File: src/design/assert_macros.svh
// Assertion macros shared by the RTL of the palette mapper.
// No dependencies; the files that check their own logic include this header.
`ifndef ASSERT_MACROS_SVH
`define ASSERT_MACROS_SVH

`ifndef ASSERT_OFF
// The property must hold at every clock edge outside reset.
`define ASSERT_PROP(lbl, clk, rst_n, prop, msg) \
  lbl: assert property (@(posedge clk) disable iff (!rst_n) prop) else $error(msg);
// The expression must never be true outside reset.
`define ASSERT_NEVER(lbl, clk, rst_n, expr, msg) \
  lbl: assert property (@(posedge clk) disable iff (!rst_n) !(expr)) else $error(msg);
`else
`define ASSERT_PROP(lbl, clk, rst_n, prop, msg)
`define ASSERT_NEVER(lbl, clk, rst_n, expr, msg)
`endif

`endif

File: src/design/npcm_pkg.sv
// Types, codes and constants of the nearest palette color mapper.
// No dependencies; the front end, queue, back end and top level use it by scoped names.
package npcm_pkg;

  // Palette size and queue depth.
  localparam int unsigned PaletteEntries = 256;
  localparam int unsigned QueueDepth     = 2;

  // Fixed field widths.
  localparam int unsigned ChanW = 8;
  localparam int unsigned IdxW  = 8;
  localparam int unsigned RgbW  = 3 * ChanW;

  // Pixel classification and search bounds.
  localparam logic [ChanW-1:0] AlphaOpaqueFloor = 8'd128;
  localparam logic [IdxW-1:0]  LastFull         = 8'd255;
  localparam logic [IdxW-1:0]  LastNoFullbright = 8'd223;

  // Configuration register indexes.
  localparam int unsigned CfgIdxW = 2;
  localparam logic [CfgIdxW-1:0] CFG_TRANSPARENT_INDEX = 2'd0;
  localparam logic [CfgIdxW-1:0] CFG_ALLOW_FULLBRIGHT  = 2'd1;
  localparam logic [CfgIdxW-1:0] CFG_SKIP_ENTRY_ZERO   = 2'd2;

  // Operation codes of an input beat.
  localparam logic OP_MAP   = 1'b0;
  localparam logic OP_WRITE = 1'b1;

  // Kind of job handed from the front to the back.
  typedef enum logic [1:0] {
    JOB_WRITE  = 2'd0,
    JOB_TRANSP = 2'd1,
    JOB_SEARCH = 2'd2
  } job_kind_e;

  // Input beat.
  typedef struct packed {
    logic             operation;
    logic [IdxW-1:0]  entry_index;
    logic [ChanW-1:0] red;
    logic [ChanW-1:0] green;
    logic [ChanW-1:0] blue;
    logic [ChanW-1:0] alpha;
  } npcm_in_t;

  // Result beat.
  typedef struct packed {
    logic [IdxW-1:0] palette_index;
    logic            was_transparent;
  } npcm_out_t;

  // Queue entry: write address or transparent index in index, bounds for a search.
  typedef struct packed {
    job_kind_e       kind;
    logic [IdxW-1:0] index;
    logic [IdxW-1:0] first;
    logic [IdxW-1:0] last;
    logic [RgbW-1:0] color;
  } npcm_job_t;

  // Queue status seen by both sides.
  typedef struct packed {
    logic full;
    logic empty;
  } npcm_fifo_stat_t;

  // Back end control toward the queue and the top level.
  typedef struct packed {
    logic pop;
    logic idle;
  } npcm_back_ctl_t;

endpackage

File: src/design/npcm_fifo.sv
// Short job queue between the front end and the back end.
// Depends on npcm_pkg for the job type and the depth.
module npcm_fifo (
  input  logic                      clk_i,
  input  logic                      rst_ni,
  input  logic                      push_i,
  input  npcm_pkg::npcm_job_t       job_i,
  input  logic                      pop_i,
  output npcm_pkg::npcm_job_t       job_o,
  output npcm_pkg::npcm_fifo_stat_t stat_o
);

  localparam int unsigned Depth = npcm_pkg::QueueDepth;
  localparam int unsigned PtrW  = (Depth > 1) ? $clog2(Depth) : 1;
  localparam int unsigned CntW  = $clog2(Depth + 1);
  localparam logic [PtrW-1:0] PtrLast = PtrW'(Depth - 1);
  localparam logic [CntW-1:0] CntFull = CntW'(Depth);

  npcm_pkg::npcm_job_t slot_q [Depth];
  logic [PtrW-1:0] wr_ptr_q, wr_ptr_d;
  logic [PtrW-1:0] rd_ptr_q, rd_ptr_d;
  logic [CntW-1:0] count_q, count_d;

  // Pointer and fill count update.
  always_comb begin
    wr_ptr_d = wr_ptr_q;
    rd_ptr_d = rd_ptr_q;
    count_d  = count_q;
    if (push_i) begin
      wr_ptr_d = (wr_ptr_q == PtrLast) ? '0 : wr_ptr_q + PtrW'(1);
    end
    if (pop_i) begin
      rd_ptr_d = (rd_ptr_q == PtrLast) ? '0 : rd_ptr_q + PtrW'(1);
    end
    if (push_i && !pop_i) begin
      count_d = count_q + CntW'(1);
    end else if (pop_i && !push_i) begin
      count_d = count_q - CntW'(1);
    end
  end

  always_ff @(posedge clk_i or negedge rst_ni) begin
    if (!rst_ni) begin
      wr_ptr_q <= '0;
      rd_ptr_q <= '0;
      count_q  <= '0;
    end else begin
      wr_ptr_q <= wr_ptr_d;
      rd_ptr_q <= rd_ptr_d;
      count_q  <= count_d;
    end
  end

  // Storage slots carry payload only.
  always_ff @(posedge clk_i) begin
    if (push_i) begin
      slot_q[wr_ptr_q] <= job_i;
    end
  end

  assign job_o        = slot_q[rd_ptr_q];
  assign stat_o.full  = (count_q == CntFull);
  assign stat_o.empty = (count_q == '0);

endmodule

File: config.mk
export PLATFORM = sky130hd
export DESIGN_NAME = npcm_fifo
export DESIGN_NICKNAME = d
export VERILOG_FILES = /design/src/design/assert_macros.svh /design/src/design/npcm_pkg.sv /design/src/design/npcm_fifo.sv
export SDC_FILE = /design/constraint.sdc
export NUM_CORES = 1
export LEC_CHECK = 0
export BUFFER_PORTS_ARGS = -buffer_cell sky130_fd_sc_hd__buf_2
export CORE_MARGIN = 1.5
export CORE_UTILIZATION = 52
export CTS_CLUSTER_DIAMETER = 100
export DETAILED_ROUTE_END_ITERATION = 8
export PLACE_DENSITY = 0.9
export SLEW_MARGIN = 0
export SYNTH_ARGS = -nofsm -noshare
export SYNTH_HDL_FRONTEND = slang
export SYNTH_SLANG_ARGS = --single-unit
File: constraint.sdc
create_clock -name clk_i -period 4.04 [get_ports clk_i]
set_input_delay 0 -clock clk_i [delete_from_list [all_inputs] [get_ports clk_i]]
set_output_delay 0 -clock clk_i [all_outputs]
set_load 0.05 [all_outputs]
==> flow_summary.toml <==
[synthesis]
synthFlopType = "edfxtp_1"
async_reset_ff_share_pct = 3.85
syn_inst = 172
synth_top_area_cell = "edfxtp_1"
synth_top_area_share_pct = 74.2
yosysMostFrequentCell = "edfxtp_1"
syn_nets = 227
ys_ff_latch = 104
synth_edf_count = 100
avgSynthCellArea_um2 = 23.5
yosysWarningCount = 0
synth_commonest_cells = "edfxtp_1, mux2_4, buf_12, dfrtp_1, xor2_1"
synth_area_leaders = "edfxtp_1, mux2_4, buf_12"
yosysSeqAreaShare_pct = 76.7
synth.distinct_cells = 13
netlist_area_um2 = 4050

[cts]
cts_setup_buffers = 0
cts_root_buffer = "clkbuf_8"
holdBufCountCts = 54
clockBufferDepth = 2
path_clk_slew_ns = 0.09
clock_sinks = 104
cts_max_level = 3
cts_tree = "yes"
clk_latency_ns = 0.35
cts_resized = 0
numCtsBuffers = 9

[critical_path]
crit_path_max_fanout = 51
startpoint_type = "flop"
crit_type = "flop to output port"
arrival_ns = 2.07
end_kind = "output port"
crit_required_ns = 4.04
r2r_slack_ns = 2.24
rr_startpoint = "wr_ptr_q$_DFFE_PN0P_"
crit_end = "job_o[33]"
worstSetupStartpoint = "rd_ptr_q$_DFFE_PN0P_"
reg2regPathDepth = 1
r2r_end = "slot_q[1][9]$_DFFE_PP_"

[timing]
finalHoldViolCount = 0
fmaxAchievable_mhz = 483
min_period_over_period_pct = 51.2
worst_pin_slew_ns = 1.21
setup_tns_ns = 0
drv_slew = 0
slew_headroom_pct = 19.1
setup_viol = 0
skew_ns = 0.00482
rsz0062_at_grt = "false"
min_period_ns = 2.07

[finish]
final_nets = 392
seqCellArea_um2 = 3110
nFillCells = 460
multi_input_area_um2 = 838
stdcell_area_um2 = 5330
area_growth_pct = 31.8
insertedDiodeCount = 0
drive_gt1_share_pct = 50.6

[global_route]
grt_max_degree = 52
grt_use_met3_pct = 4.77
grt_busiest_layer = "met2"
grt_pass1_wl_um = 11000
antenna_found_initial = 0
grt-ovfl-total = 0
grtUsageMet1_pct = 19.5
grtUsageTotal_pct = 17.9
globalRouteMet2Util_pct = 33.8
first_global_vias = 2273

[route]
wire_per_inst_um = 16.3
drt_iter0_markers = 109
ant_nets = 0
wirelength_um = 7170
viasPerCell = 4.80
drc_errors = 0
vias = 2118
dr.pass1.iters = 4

[floorplanning]
rows = 31
core-area_um2 = 7410
fp.dieW_um = 91.2
ios = 106
die_h_um = 91.2
start_util_pct = 54.6
design.die.area_um2 = 8320

[placed_design]
dp_hpwl_um = 4040
io_buffer_count = 105
gp_congestion = 0.660
placed_cell_area_um2 = 4610

[power_and_ir_drop]
p_per_area_nw_per_um2 = 733
peakVddDrop_v = 0.000520
power.leakage_uw = 0.00218

[flow_run]
cap_violations = 0

[worst_hold_path]
hp-class = "primary input to flop"

[status]
status = "complete, no violations"
flip-flops by register name, indices dropped and copies added, names as in the netlist:
signal,cells
slot_q,100
count_q,2
rd_ptr_q,1
wr_ptr_q,1
cell usage in the layout (no fill, tap or decap), types with 2 or more instances in the layout:
master	instances
buf_2	105
dlygate4sd3_1	54
edfxtp_1	100
clkbuf_8	9
nor2_1	2
dfrtp_1	3
xor2_1	4
mux2_4	49
clkinv_2	2
routing by layer:
metal / up-vias / wire length [µm]
met1: 1049 / 2810
met2: 65 / 3940
met5: - / 0
met4: 0 / 88
li1: 995 / -
met3: 9 / 328
power breakdown:
group,total [µW],leakage (µW),switching [µW],internal (µW)
combinational,1660,0.00110,1070,590
sequential,1630,0.000984,198,1440
clock,615,0.0000937,332,284
total,3910,0.00218,1600,2310
worst max-delay path, stage by stage, from the launching register on:
cell and delay [ns]:
dfrtp_4 1.05, mux2_2 0.42, buf_2 0.21
cells by family (layout without fill, tap and decap cells):
logic type                 count (synthesis)  after routing  share of synthesized area, %
DFF                                      104            104                          76.7
muxes                                     50             50                          18.5
buffers and inverters                      7            177                          2.84
xor gates and xnor gates                   5              5                          1.08
and+or+nand+nor                            5              5                         0.649
adders and majority gates                  1              1                         0.309
worst min path at each step:
| stage | startpoint | endpoint | slack (ns) | cells after the start |
|---|---|---|---|---|
| after floorplan | rst_ni | count_q[0]$_DFFE_PN0P_ | -0.30 | 0 |
| after global placement | rst_ni | count_q[1]$_DFFE_PN0P_ | -0.19 | 1 |
| after detailed placement | rst_ni | count_q[1]$_DFFE_PN0P_ | -0.19 | 1 |
| after CTS | job_i[14] | slot_q[0][14]$_DFFE_PP_ | 0.35 | 2 |
| after global routing | job_i[38] | slot_q[1][38]$_DFFE_PP_ | 0.36 | 2 |
| final | job_i[24] | slot_q[1][24]$_DFFE_PP_ | 0.37 | 2 |
per-stage QoR:
step	setup WS (ns)	utilization (%)	hold slack (ns)	instances	total power [µW]
floorplan	0.944	-	-0.296	172	3080
global placement	2.27	62.2	-0.191	371	3250
detailed placement	2.20	62.2	-0.189	371	3290
CTS	1.95	72.0	0.348	441	3930
global route	1.87	72.0	0.359	441	4070
finish	1.97	72.0	0.368	441	3910
layout make-up:
class                      instances  share of cell area, %
inverter                           1                 0.0704
multi-input combinational         61                   15.7
clock buffer                      10                   2.39
tap                               99                   2.32
sequential                       104                   58.2
timing repair buffer             160                   20.1
clock inverter                     6                   1.13
Power figures use the tool's default switching activity.
