[src/design/assert_macros.svh]
// Assertion macros shared by the RTL of the palette mapper.
// No dependencies; the files that check their own logic include this header.
`ifndef ASSERT_MACROS_SVH
`define ASSERT_MACROS_SVH

`ifndef ASSERT_OFF
// The property must hold at every clock edge outside reset.
`define ASSERT_PROP(lbl, clk, rst_n, prop, msg) \
  lbl: assert property (@(posedge clk) disable iff (!rst_n) prop) else $error(msg);
// The expression must never be true outside reset.
`define ASSERT_NEVER(lbl, clk, rst_n, expr, msg) \
  lbl: assert property (@(posedge clk) disable iff (!rst_n) !(expr)) else $error(msg);
`else
`define ASSERT_PROP(lbl, clk, rst_n, prop, msg)
`define ASSERT_NEVER(lbl, clk, rst_n, expr, msg)
`endif

`endif

[src/design/npcm_pkg.sv]
// Types, codes and constants of the nearest palette color mapper.
// No dependencies; the front end, queue, back end and top level use it by scoped names.
package npcm_pkg;

  // Palette size and queue depth.
  localparam int unsigned PaletteEntries = 256;
  localparam int unsigned QueueDepth     = 2;

  // Fixed field widths.
  localparam int unsigned ChanW = 8;
  localparam int unsigned IdxW  = 8;
  localparam int unsigned RgbW  = 3 * ChanW;

  // Pixel classification and search bounds.
  localparam logic [ChanW-1:0] AlphaOpaqueFloor = 8'd128;
  localparam logic [IdxW-1:0]  LastFull         = 8'd255;
  localparam logic [IdxW-1:0]  LastNoFullbright = 8'd223;

  // Configuration register indexes.
  localparam int unsigned CfgIdxW = 2;
  localparam logic [CfgIdxW-1:0] CFG_TRANSPARENT_INDEX = 2'd0;
  localparam logic [CfgIdxW-1:0] CFG_ALLOW_FULLBRIGHT  = 2'd1;
  localparam logic [CfgIdxW-1:0] CFG_SKIP_ENTRY_ZERO   = 2'd2;

  // Operation codes of an input beat.
  localparam logic OP_MAP   = 1'b0;
  localparam logic OP_WRITE = 1'b1;

  // Kind of job handed from the front to the back.
  typedef enum logic [1:0] {
    JOB_WRITE  = 2'd0,
    JOB_TRANSP = 2'd1,
    JOB_SEARCH = 2'd2
  } job_kind_e;

  // Input beat.
  typedef struct packed {
    logic             operation;
    logic [IdxW-1:0]  entry_index;
    logic [ChanW-1:0] red;
    logic [ChanW-1:0] green;
    logic [ChanW-1:0] blue;
    logic [ChanW-1:0] alpha;
  } npcm_in_t;

  // Result beat.
  typedef struct packed {
    logic [IdxW-1:0] palette_index;
    logic            was_transparent;
  } npcm_out_t;

  // Queue entry: write address or transparent index in index, bounds for a search.
  typedef struct packed {
    job_kind_e       kind;
    logic [IdxW-1:0] index;
    logic [IdxW-1:0] first;
    logic [IdxW-1:0] last;
    logic [RgbW-1:0] color;
  } npcm_job_t;

  // Queue status seen by both sides.
  typedef struct packed {
    logic full;
    logic empty;
  } npcm_fifo_stat_t;

  // Back end control toward the queue and the top level.
  typedef struct packed {
    logic pop;
    logic idle;
  } npcm_back_ctl_t;

endpackage

[src/design/npcm_front.sv]
// Front end: holds the configuration registers, accepts input beats and
// classifies them into queue jobs. Depends on npcm_pkg.
module npcm_front #(
  parameter int unsigned PALETTE_ENTRIES = npcm_pkg::PaletteEntries
) (
  input  logic                             clk_i,
  input  logic                             rst_ni,
  input  logic                             start,
  output logic                             busy,
  input  npcm_pkg::npcm_in_t               in_i,
  input  logic                             cfg_valid_i,
  output logic                             cfg_ready_o,
  input  logic [npcm_pkg::CfgIdxW-1:0]     cfg_index_i,
  input  logic [npcm_pkg::IdxW-1:0]        cfg_data_i,
  input  npcm_pkg::npcm_fifo_stat_t        fifo_stat_i,
  output logic                             push_o,
  output npcm_pkg::npcm_job_t              job_o
);

  localparam logic [npcm_pkg::IdxW:0]   EntriesW = (npcm_pkg::IdxW + 1)'(PALETTE_ENTRIES);
  localparam logic [npcm_pkg::IdxW-1:0] LastMax  = npcm_pkg::IdxW'(PALETTE_ENTRIES - 1);

  logic [npcm_pkg::IdxW-1:0] transp_idx_q, transp_idx_d;
  logic                      fullbright_q, fullbright_d;
  logic                      skip_zero_q, skip_zero_d;
  logic                      accept;
  logic                      in_range;
  logic [npcm_pkg::IdxW-1:0] last_lim;

  // Configuration writes are always taken.
  assign cfg_ready_o = 1'b1;

  always_comb begin
    transp_idx_d = transp_idx_q;
    fullbright_d = fullbright_q;
    skip_zero_d  = skip_zero_q;
    if (cfg_valid_i) begin
      unique case (cfg_index_i)
        npcm_pkg::CFG_TRANSPARENT_INDEX: transp_idx_d = cfg_data_i;
        npcm_pkg::CFG_ALLOW_FULLBRIGHT:  fullbright_d = cfg_data_i[0];
        npcm_pkg::CFG_SKIP_ENTRY_ZERO:   skip_zero_d  = cfg_data_i[0];
        default: ;
      endcase
    end
  end

  always_ff @(posedge clk_i or negedge rst_ni) begin
    if (!rst_ni) begin
      transp_idx_q <= '0;
      fullbright_q <= 1'b0;
      skip_zero_q  <= 1'b0;
    end else begin
      transp_idx_q <= transp_idx_d;
      fullbright_q <= fullbright_d;
      skip_zero_q  <= skip_zero_d;
    end
  end

  // A beat is taken whenever the queue has room.
  assign busy   = fifo_stat_i.full;
  assign accept = start && !busy;

  // Writes beyond the palette are dropped here and never reach the back end.
  assign in_range = {1'b0, in_i.entry_index} < EntriesW;

  // The search never runs past the last entry of the palette.
  always_comb begin
    last_lim = fullbright_q ? npcm_pkg::LastFull : npcm_pkg::LastNoFullbright;
    if (last_lim > LastMax) begin
      last_lim = LastMax;
    end
  end

  // Classify the beat into a job.
  always_comb begin
    job_o.color = {in_i.red, in_i.green, in_i.blue};
    job_o.first = skip_zero_q ? npcm_pkg::IdxW'(1) : '0;
    job_o.last  = last_lim;
    if (in_i.operation == npcm_pkg::OP_WRITE) begin
      job_o.kind  = npcm_pkg::JOB_WRITE;
      job_o.index = in_i.entry_index;
    end else if (in_i.alpha <= npcm_pkg::AlphaOpaqueFloor) begin
      job_o.kind  = npcm_pkg::JOB_TRANSP;
      job_o.index = transp_idx_q;
    end else begin
      job_o.kind  = npcm_pkg::JOB_SEARCH;
      job_o.index = transp_idx_q;
    end
  end

  assign push_o = accept && ((in_i.operation != npcm_pkg::OP_WRITE) || in_range);

endmodule

[config.mk]
export PLATFORM = sky130hd
export DESIGN_NAME = npcm_front
export DESIGN_NICKNAME = d
export VERILOG_FILES = /design/src/design/assert_macros.svh /design/src/design/npcm_pkg.sv /design/src/design/npcm_front.sv
export SDC_FILE = /design/constraint.sdc
export NUM_CORES = 1
export LEC_CHECK = 0
export ABC_AREA = 1
export BUFFER_PORTS_ARGS = -buffer_cell sky130_fd_sc_hd__buf_2
export CAP_MARGIN = 10
export CORE_MARGIN = 2
export CORE_UTILIZATION = 35
export CTS_CLUSTER_SIZE = 8
export DETAILED_ROUTE_END_ITERATION = 10
export PLACE_DENSITY = 0.85
export SLEW_MARGIN = 20
export SYNTH_ARGS = -nofsm -noshare
export SYNTH_HDL_FRONTEND = slang
export SYNTH_SLANG_ARGS = --single-unit
[constraint.sdc]
create_clock -name clk_i -period 1.3 [get_ports clk_i]
set_clock_uncertainty 0.15 [all_clocks]
set_input_delay 0.065 -clock clk_i [delete_from_list [all_inputs] [get_ports clk_i]]
set_output_delay 0.065 -clock clk_i [all_outputs]
set_load 0.02 [all_outputs]
==> impl_metrics.json, run 1 <==
{
  "cp_data_required_time_ns": 1.09,
  "postSynthAreaPerCell_um2": 7.61,
  "drive_gt1_share_pct": 35.5,
  "ir_drop_mv": 0.341,
  "max_freq_ghz": 0.799,
  "min_period_ns": 1.25,
  "hpwl_um": 1160,
  "seq_area_frac_synth_pct": 27.6,
  "power.leakage_nw": 0.689,
  "port_buffers": 45,
  "power_density_nw_per_um2": 818,
  "grt_pass1_wl_um": 2550,
  "yosys_most_used_dff": "dfrtp_1",
  "grt_usage_pct": 12.2,
  "clkTransAtPathRegs_ns": 0.06,
  "setup_viol": 0,
  "wire_per_inst_um": 9.39,
  "hold_path_class": "input pin to async pin",
  "first_pass_iters": 2,
  "slew_violations": 0,
  "vias_per_cell": 4.02,
  "finalInstanceArea_um2": 1270,
  "synthesis.instances": 119,
  "cts_tree": "yes",
  "crit_type": "register to primary output",
  "overflow": 0,
  "post-place-ws_ns": 0.235,
  "cts.sinks": 10,
  "maxCapViolations": 0,
  "reg2reg_slack_ns": 0.51,
  "rsz0062_at_grt": "true",
  "worstReg2RegStart": "transp_idx_q[3]$_DFFE_PN0P_",
  "postCtsSetupBuffers": 0,
  "grt_max_degree": 17,
  "place_congestion": 0.645,
  "drc": 0,
  "dpl_cell_area_um2": 878,
  "initial_core_util_pct": 36.9,
  "hold_violations": 0,
  "ys_ff_latch": 10,
  "first_global_vias": 663,
  "endpoint_kind": "primary output",
  "num_antenna_cells": 0,
  "start_kind": "register",
  "core_um2": 2450,
  "clk_latency_ns": 0.25,
  "die_y_um": 54.9,
  "dr_total_vias": 813,
  "die_area_um2": 3010,
  "period_share_pct": 96.3,
  "yosysWarningCount": 0,
  "antenna_found_initial": 0,
  "arrival_ns": 1.04,
  "outcome": "finished clean",
  "yosys.area.top_type": "buf_4",
  "path_max_fanout": 2,
  "ys_async_sr_fraction_pct": 100,
  "synth_edf_count": 0,
  "cts_made_buffers": 3,
  "htreeDepth": 1,
  "yosysMostFrequentCell": "buf_4",
  "ant_nets": 0,
  "totalWireLength_um": 1900,
  "synth_top_area_share_pct": 34.8,
  "r2r_cells": 2,
  "yosys-top-cells-area": "buf_4 (35%), dfrtp_1 (28%), a21oi_2 (6.8%)",
  "fin_nets": 231,
  "r2r-end": "transp_idx_q[3]$_DFFE_PN0P_",
  "cts-root-buf": "clkbuf_4",
  "cts_buffer_depth": 2,
  "synth.distinct_cells": 17,
  "io_pins": 110,
  "rows": 18,
  "drt-initial-drc-count": 12,
  "die_width_um": 54.9,
  "final_util_pct": 51.8,
  "syn_area_um2": 906,
  "area_delta_synth_final_pct": 40.5,
  "setup_slack_ns": 0.0484,
  "synthTopCellsByCount": "buf_4 (42), nor2_1 (14), nand2_1 (13)"
}
layout by cell type, fill, tap and decap left out:
master	n
inv_1	12
a21oi_2	7
o21ai_0	8
nand3_1	1
nor2_2	2
dfrtp_1	10
dlygate4sd3_1	36
buf_2	44
nor3_1	1
o21ai_2	1
clkbuf_4	3
o21ai_1	1
mux2_2	1
nand2_4	1
buf_6	1
conb_1	15
nand2_1	13
buf_4	1
nor2_1	14
stage by stage:
step	power, mW	TNS [ns]	hold slack [ns]	std cells
6_report	1.04	0	0.0450	202
5_1_grt	1.12	-0.00276	0.0597	202
4_1_cts	1.05	0	0.0420	202
3_5_place_dp	0.701	0	-0.213	163
3_3_place_gp	0.696	0	-0.213	163
2_1_floorplan	0.752	0	-0.381	132
sequential cells by signal, indices dropped and copies added, names as in the netlist:
name and flops:
skip_zero_q 1, transp_idx_q 8, fullbright_q 1
area by class of cell:
cell class	count	area, µm²
Tap cell	30	37.5
Inverter	12	45.0
Multi-Input combinational cell	65	318
Clock buffer	3	22.5
Fill cell	242	1180
Timing Repair Buffer	82	599
Sequential cell	10	250
cell families (layout without fill, tap and decap cells):
kind of cell / count (synthesis) / after routing / share of synthesized area, %
compound gates: 17 / 17 / 12.7
flops: 10 / 10 / 27.6
other cells: 2 / 15 / 0.829
buf+inv: 57 / 97 / 43.2
simple gates: 32 / 32 / 14.4
mux: 1 / 1 / 1.24
power breakdown:
part	switching [mW]	total [mW]	leakage, nW	internal [mW]
Sequential	0.0169	0.377	0.113	0.360
Clock	0.0906	0.197	0.0138	0.106
Combinational	0.274	0.467	0.563	0.193
critical path, stage by stage, from the launching register on:
cell and delay [ns]:
dfrtp_1 0.38, mux2_2 0.27, buf_6 0.13
timing repair:
action	in CTS	in global routing
hold endpoints to repair	44	0
hold buffers	36	0
resized for setup	0	4
endpoints found under the setup margin	0	3
worst max path at each step:
stage,startpoint,endpoint,slack (ns),cells past startpoint
6_report,transp_idx_q[0]$_DFFE_PN0P_,job_o[40],0.05,2
5_1_grt,transp_idx_q[0]$_DFFE_PN0P_,job_o[40],-0.003,2
4_1_cts,transp_idx_q[0]$_DFFE_PN0P_,job_o[40],0.03,2
3_5_place_dp,cfg_index_i[1],transp_idx_q[3]$_DFFE_PN0P_,0.23,5
3_3_place_gp,cfg_index_i[1],transp_idx_q[1]$_DFFE_PN0P_,0.25,5
2_1_floorplan,in_i[40],job_o[49],0.24,3
layer usage:
| layer | wire [µm] | global-route usage, % | vias to the layer above |
|---|---|---|---|
| met1 | 561 | 10.5 | 340 |
| li1 | - | - | 410 |
| met4 | 19 | 5.42 | 0 |
| met3 | 266 | 3.28 | 2 |
| met5 | 0 | 0 | - |
| met2 | 1050 | 25.0 | 61 |
Power figures use the tool's default switching activity.
==> inputs of run 2 (changes only) <==
- REMOVE_ABC_BUFFERS: unset -> 1
==> impl_metrics.json, run 2 (synthesis gave the netlist of run 1 again) <==
{
  "fin_nets": 231,
  "power.leakage_nw": 0.696,
  "cts_buffer_depth": 2,
  "final_util_pct": 52.4,
  "maxCapViolations": 0,
  "drc": 0,
  "hpwl_um": 1730,
  "die_width_um": 54.9,
  "antenna_found_initial": 0,
  "rsz0062_at_grt": "true",
  "grt_usage_pct": 17.0,
  "die_y_um": 54.9,
  "clk_latency_ns": 0.26,
  "crit_type": "register to primary output",
  "top_register": "transp_idx_q",
  "combPwrFrac_pct": 42.1,
  "p_clk_share_pct": 24.5,
  "start_kind": "register",
  "place_congestion": 0.704,
  "cp_data_required_time_ns": 1.09,
  "hold_path_class": "input pin to async pin",
  "min_period_ns": 1.27,
  "area_delta_synth_final_pct": 42.0,
  "vias_per_cell": 4.14,
  "setup_viol": 0,
  "rows": 18,
  "die_area_um2": 3010,
  "hold_violations": 0,
  "power_density_nw_per_um2": 876,
  "r2r_cells": 2,
  "ir_drop_mv": 0.606,
  "grt_max_degree": 17,
  "endpoint_kind": "primary output",
  "initial_core_util_pct": 36.9,
  "htreeDepth": 1,
  "post-place-ws_ns": 0.221,
  "cts_made_buffers": 3,
  "netSwitchingFraction_pct": 35.9,
  "core_um2": 2450,
  "reg_top3": "transp_idx_q x8, fullbright_q x1, skip_zero_q x1",
  "totalWireLength_um": 2540,
  "overflow": 0,
  "clkTransAtPathRegs_ns": 0.07,
  "path_max_fanout": 2,
  "drive_gt1_share_pct": 35.8,
  "num_antenna_cells": 0,
  "first_pass_iters": 4,
  "p_seq_share_pct": 33.3,
  "drt-initial-drc-count": 7,
  "switching_power_mw": 0.404,
  "period_share_pct": 97.7,
  "dr_total_vias": 841,
  "largest_register_ff_count": 8,
  "slew_violations": 0,
  "p_int_mw": 0.723,
  "port_buffers": 45,
  "seq_area_um2": 250,
  "cts-root-buf": "clkbuf_4",
  "fill_cells": 245,
  "multi_input_area_um2": 318,
  "arrival_ns": 1.05,
  "final_common_cell": "buf_2",
  "outcome": "finished clean",
  "setup_slack_ns": 0.0302,
  "cts_tree": "yes",
  "mostFrequentLayoutCells": "buf_2 (44), dlygate4sd3_1 (36), conb_1 (15)",
  "io_pins": 110,
  "first_global_vias": 743,
  "ant_nets": 0,
  "cts.sinks": 10,
  "wire_per_inst_um": 12.5,
  "grt_pass1_wl_um": 3500,
  "max_freq_ghz": 0.788
}
[run 2: worst max-delay path: stages (launching register included)]
cell	delay, ns
dfrtp_1	0.38
mux2_2	0.27
buf_6	0.13
[run 2: layout make-up]
| cell class | instances | share of cell area (%) |
|---|---|---|
| inverter | 12 | 3.50 |
| multi-input combinational | 65 | 24.7 |
| clock buffer | 4 | 2.82 |
| timing repair buffer | 82 | 46.6 |
| tap | 30 | 2.92 |
| sequential | 10 | 19.5 |
[run 2: power by group through the flow]
stage	logic (mW)	registers [mW]	clock network (mW)
2_1_floorplan	0.187	0.391	0
3_3_place_gp	0.315	0.380	0
3_5_place_dp	0.321	0.381	0
4_1_cts	0.465	0.375	0.289
5_1_grt	0.517	0.378	0.312
6_report	0.475	0.376	0.276
[run 2: timing repair]
item / in CTS / in global routing
hold buffers: 36 / 0
buffers inserted: 0 / 0
hold endpoints to repair: 44 / 0
setup endpoints to repair: 0 / 4
gates resized for setup: 0 / 3
[run 2: per-layer routing]
metal	wire (µm)	track usage, %	up-vias	part of all wire, %
met5	0	0	-	0
met4	87	8.75	0	3.4
met3	327	8.20	12	13
met2	1190	27.4	59	47
met1	936	18.4	356	37
li1	-	-	414	-
[run 2: worst paths after layout]
check,start,end,slack (ns)
max in group asynchronous,rst_ni,transp_idx_q[1]$_DFFE_PN0P_,0.77
max,transp_idx_q[0]$_DFFE_PN0P_,job_o[40],0.03
max reg2reg,transp_idx_q[0]$_DFFE_PN0P_,transp_idx_q[0]$_DFFE_PN0P_,0.51
min,rst_ni,transp_idx_q[2]$_DFFE_PN0P_,0.04
min in group clk_i,cfg_index_i[0],transp_idx_q[0]$_DFFE_PN0P_,0.09
min reg2reg,fullbright_q$_DFFE_PN0P_,fullbright_q$_DFFE_PN0P_,0.34
[run 2: stage by stage]
stage | hold WS [ns] | std cells | cell area, µm² | total power [mW] | setup TNS (ns)
2_1_floorplan | -0.381 | 87 | 608 | 0.578 | 0
3_3_place_gp | -0.210 | 163 | 878 | 0.696 | 0
3_5_place_dp | -0.209 | 163 | 878 | 0.702 | 0
4_1_cts | 0.0435 | 203 | 1270 | 1.13 | 0
5_1_grt | 0.0592 | 203 | 1290 | 1.21 | -0.0129
6_report | 0.0383 | 203 | 1290 | 1.13 | 0
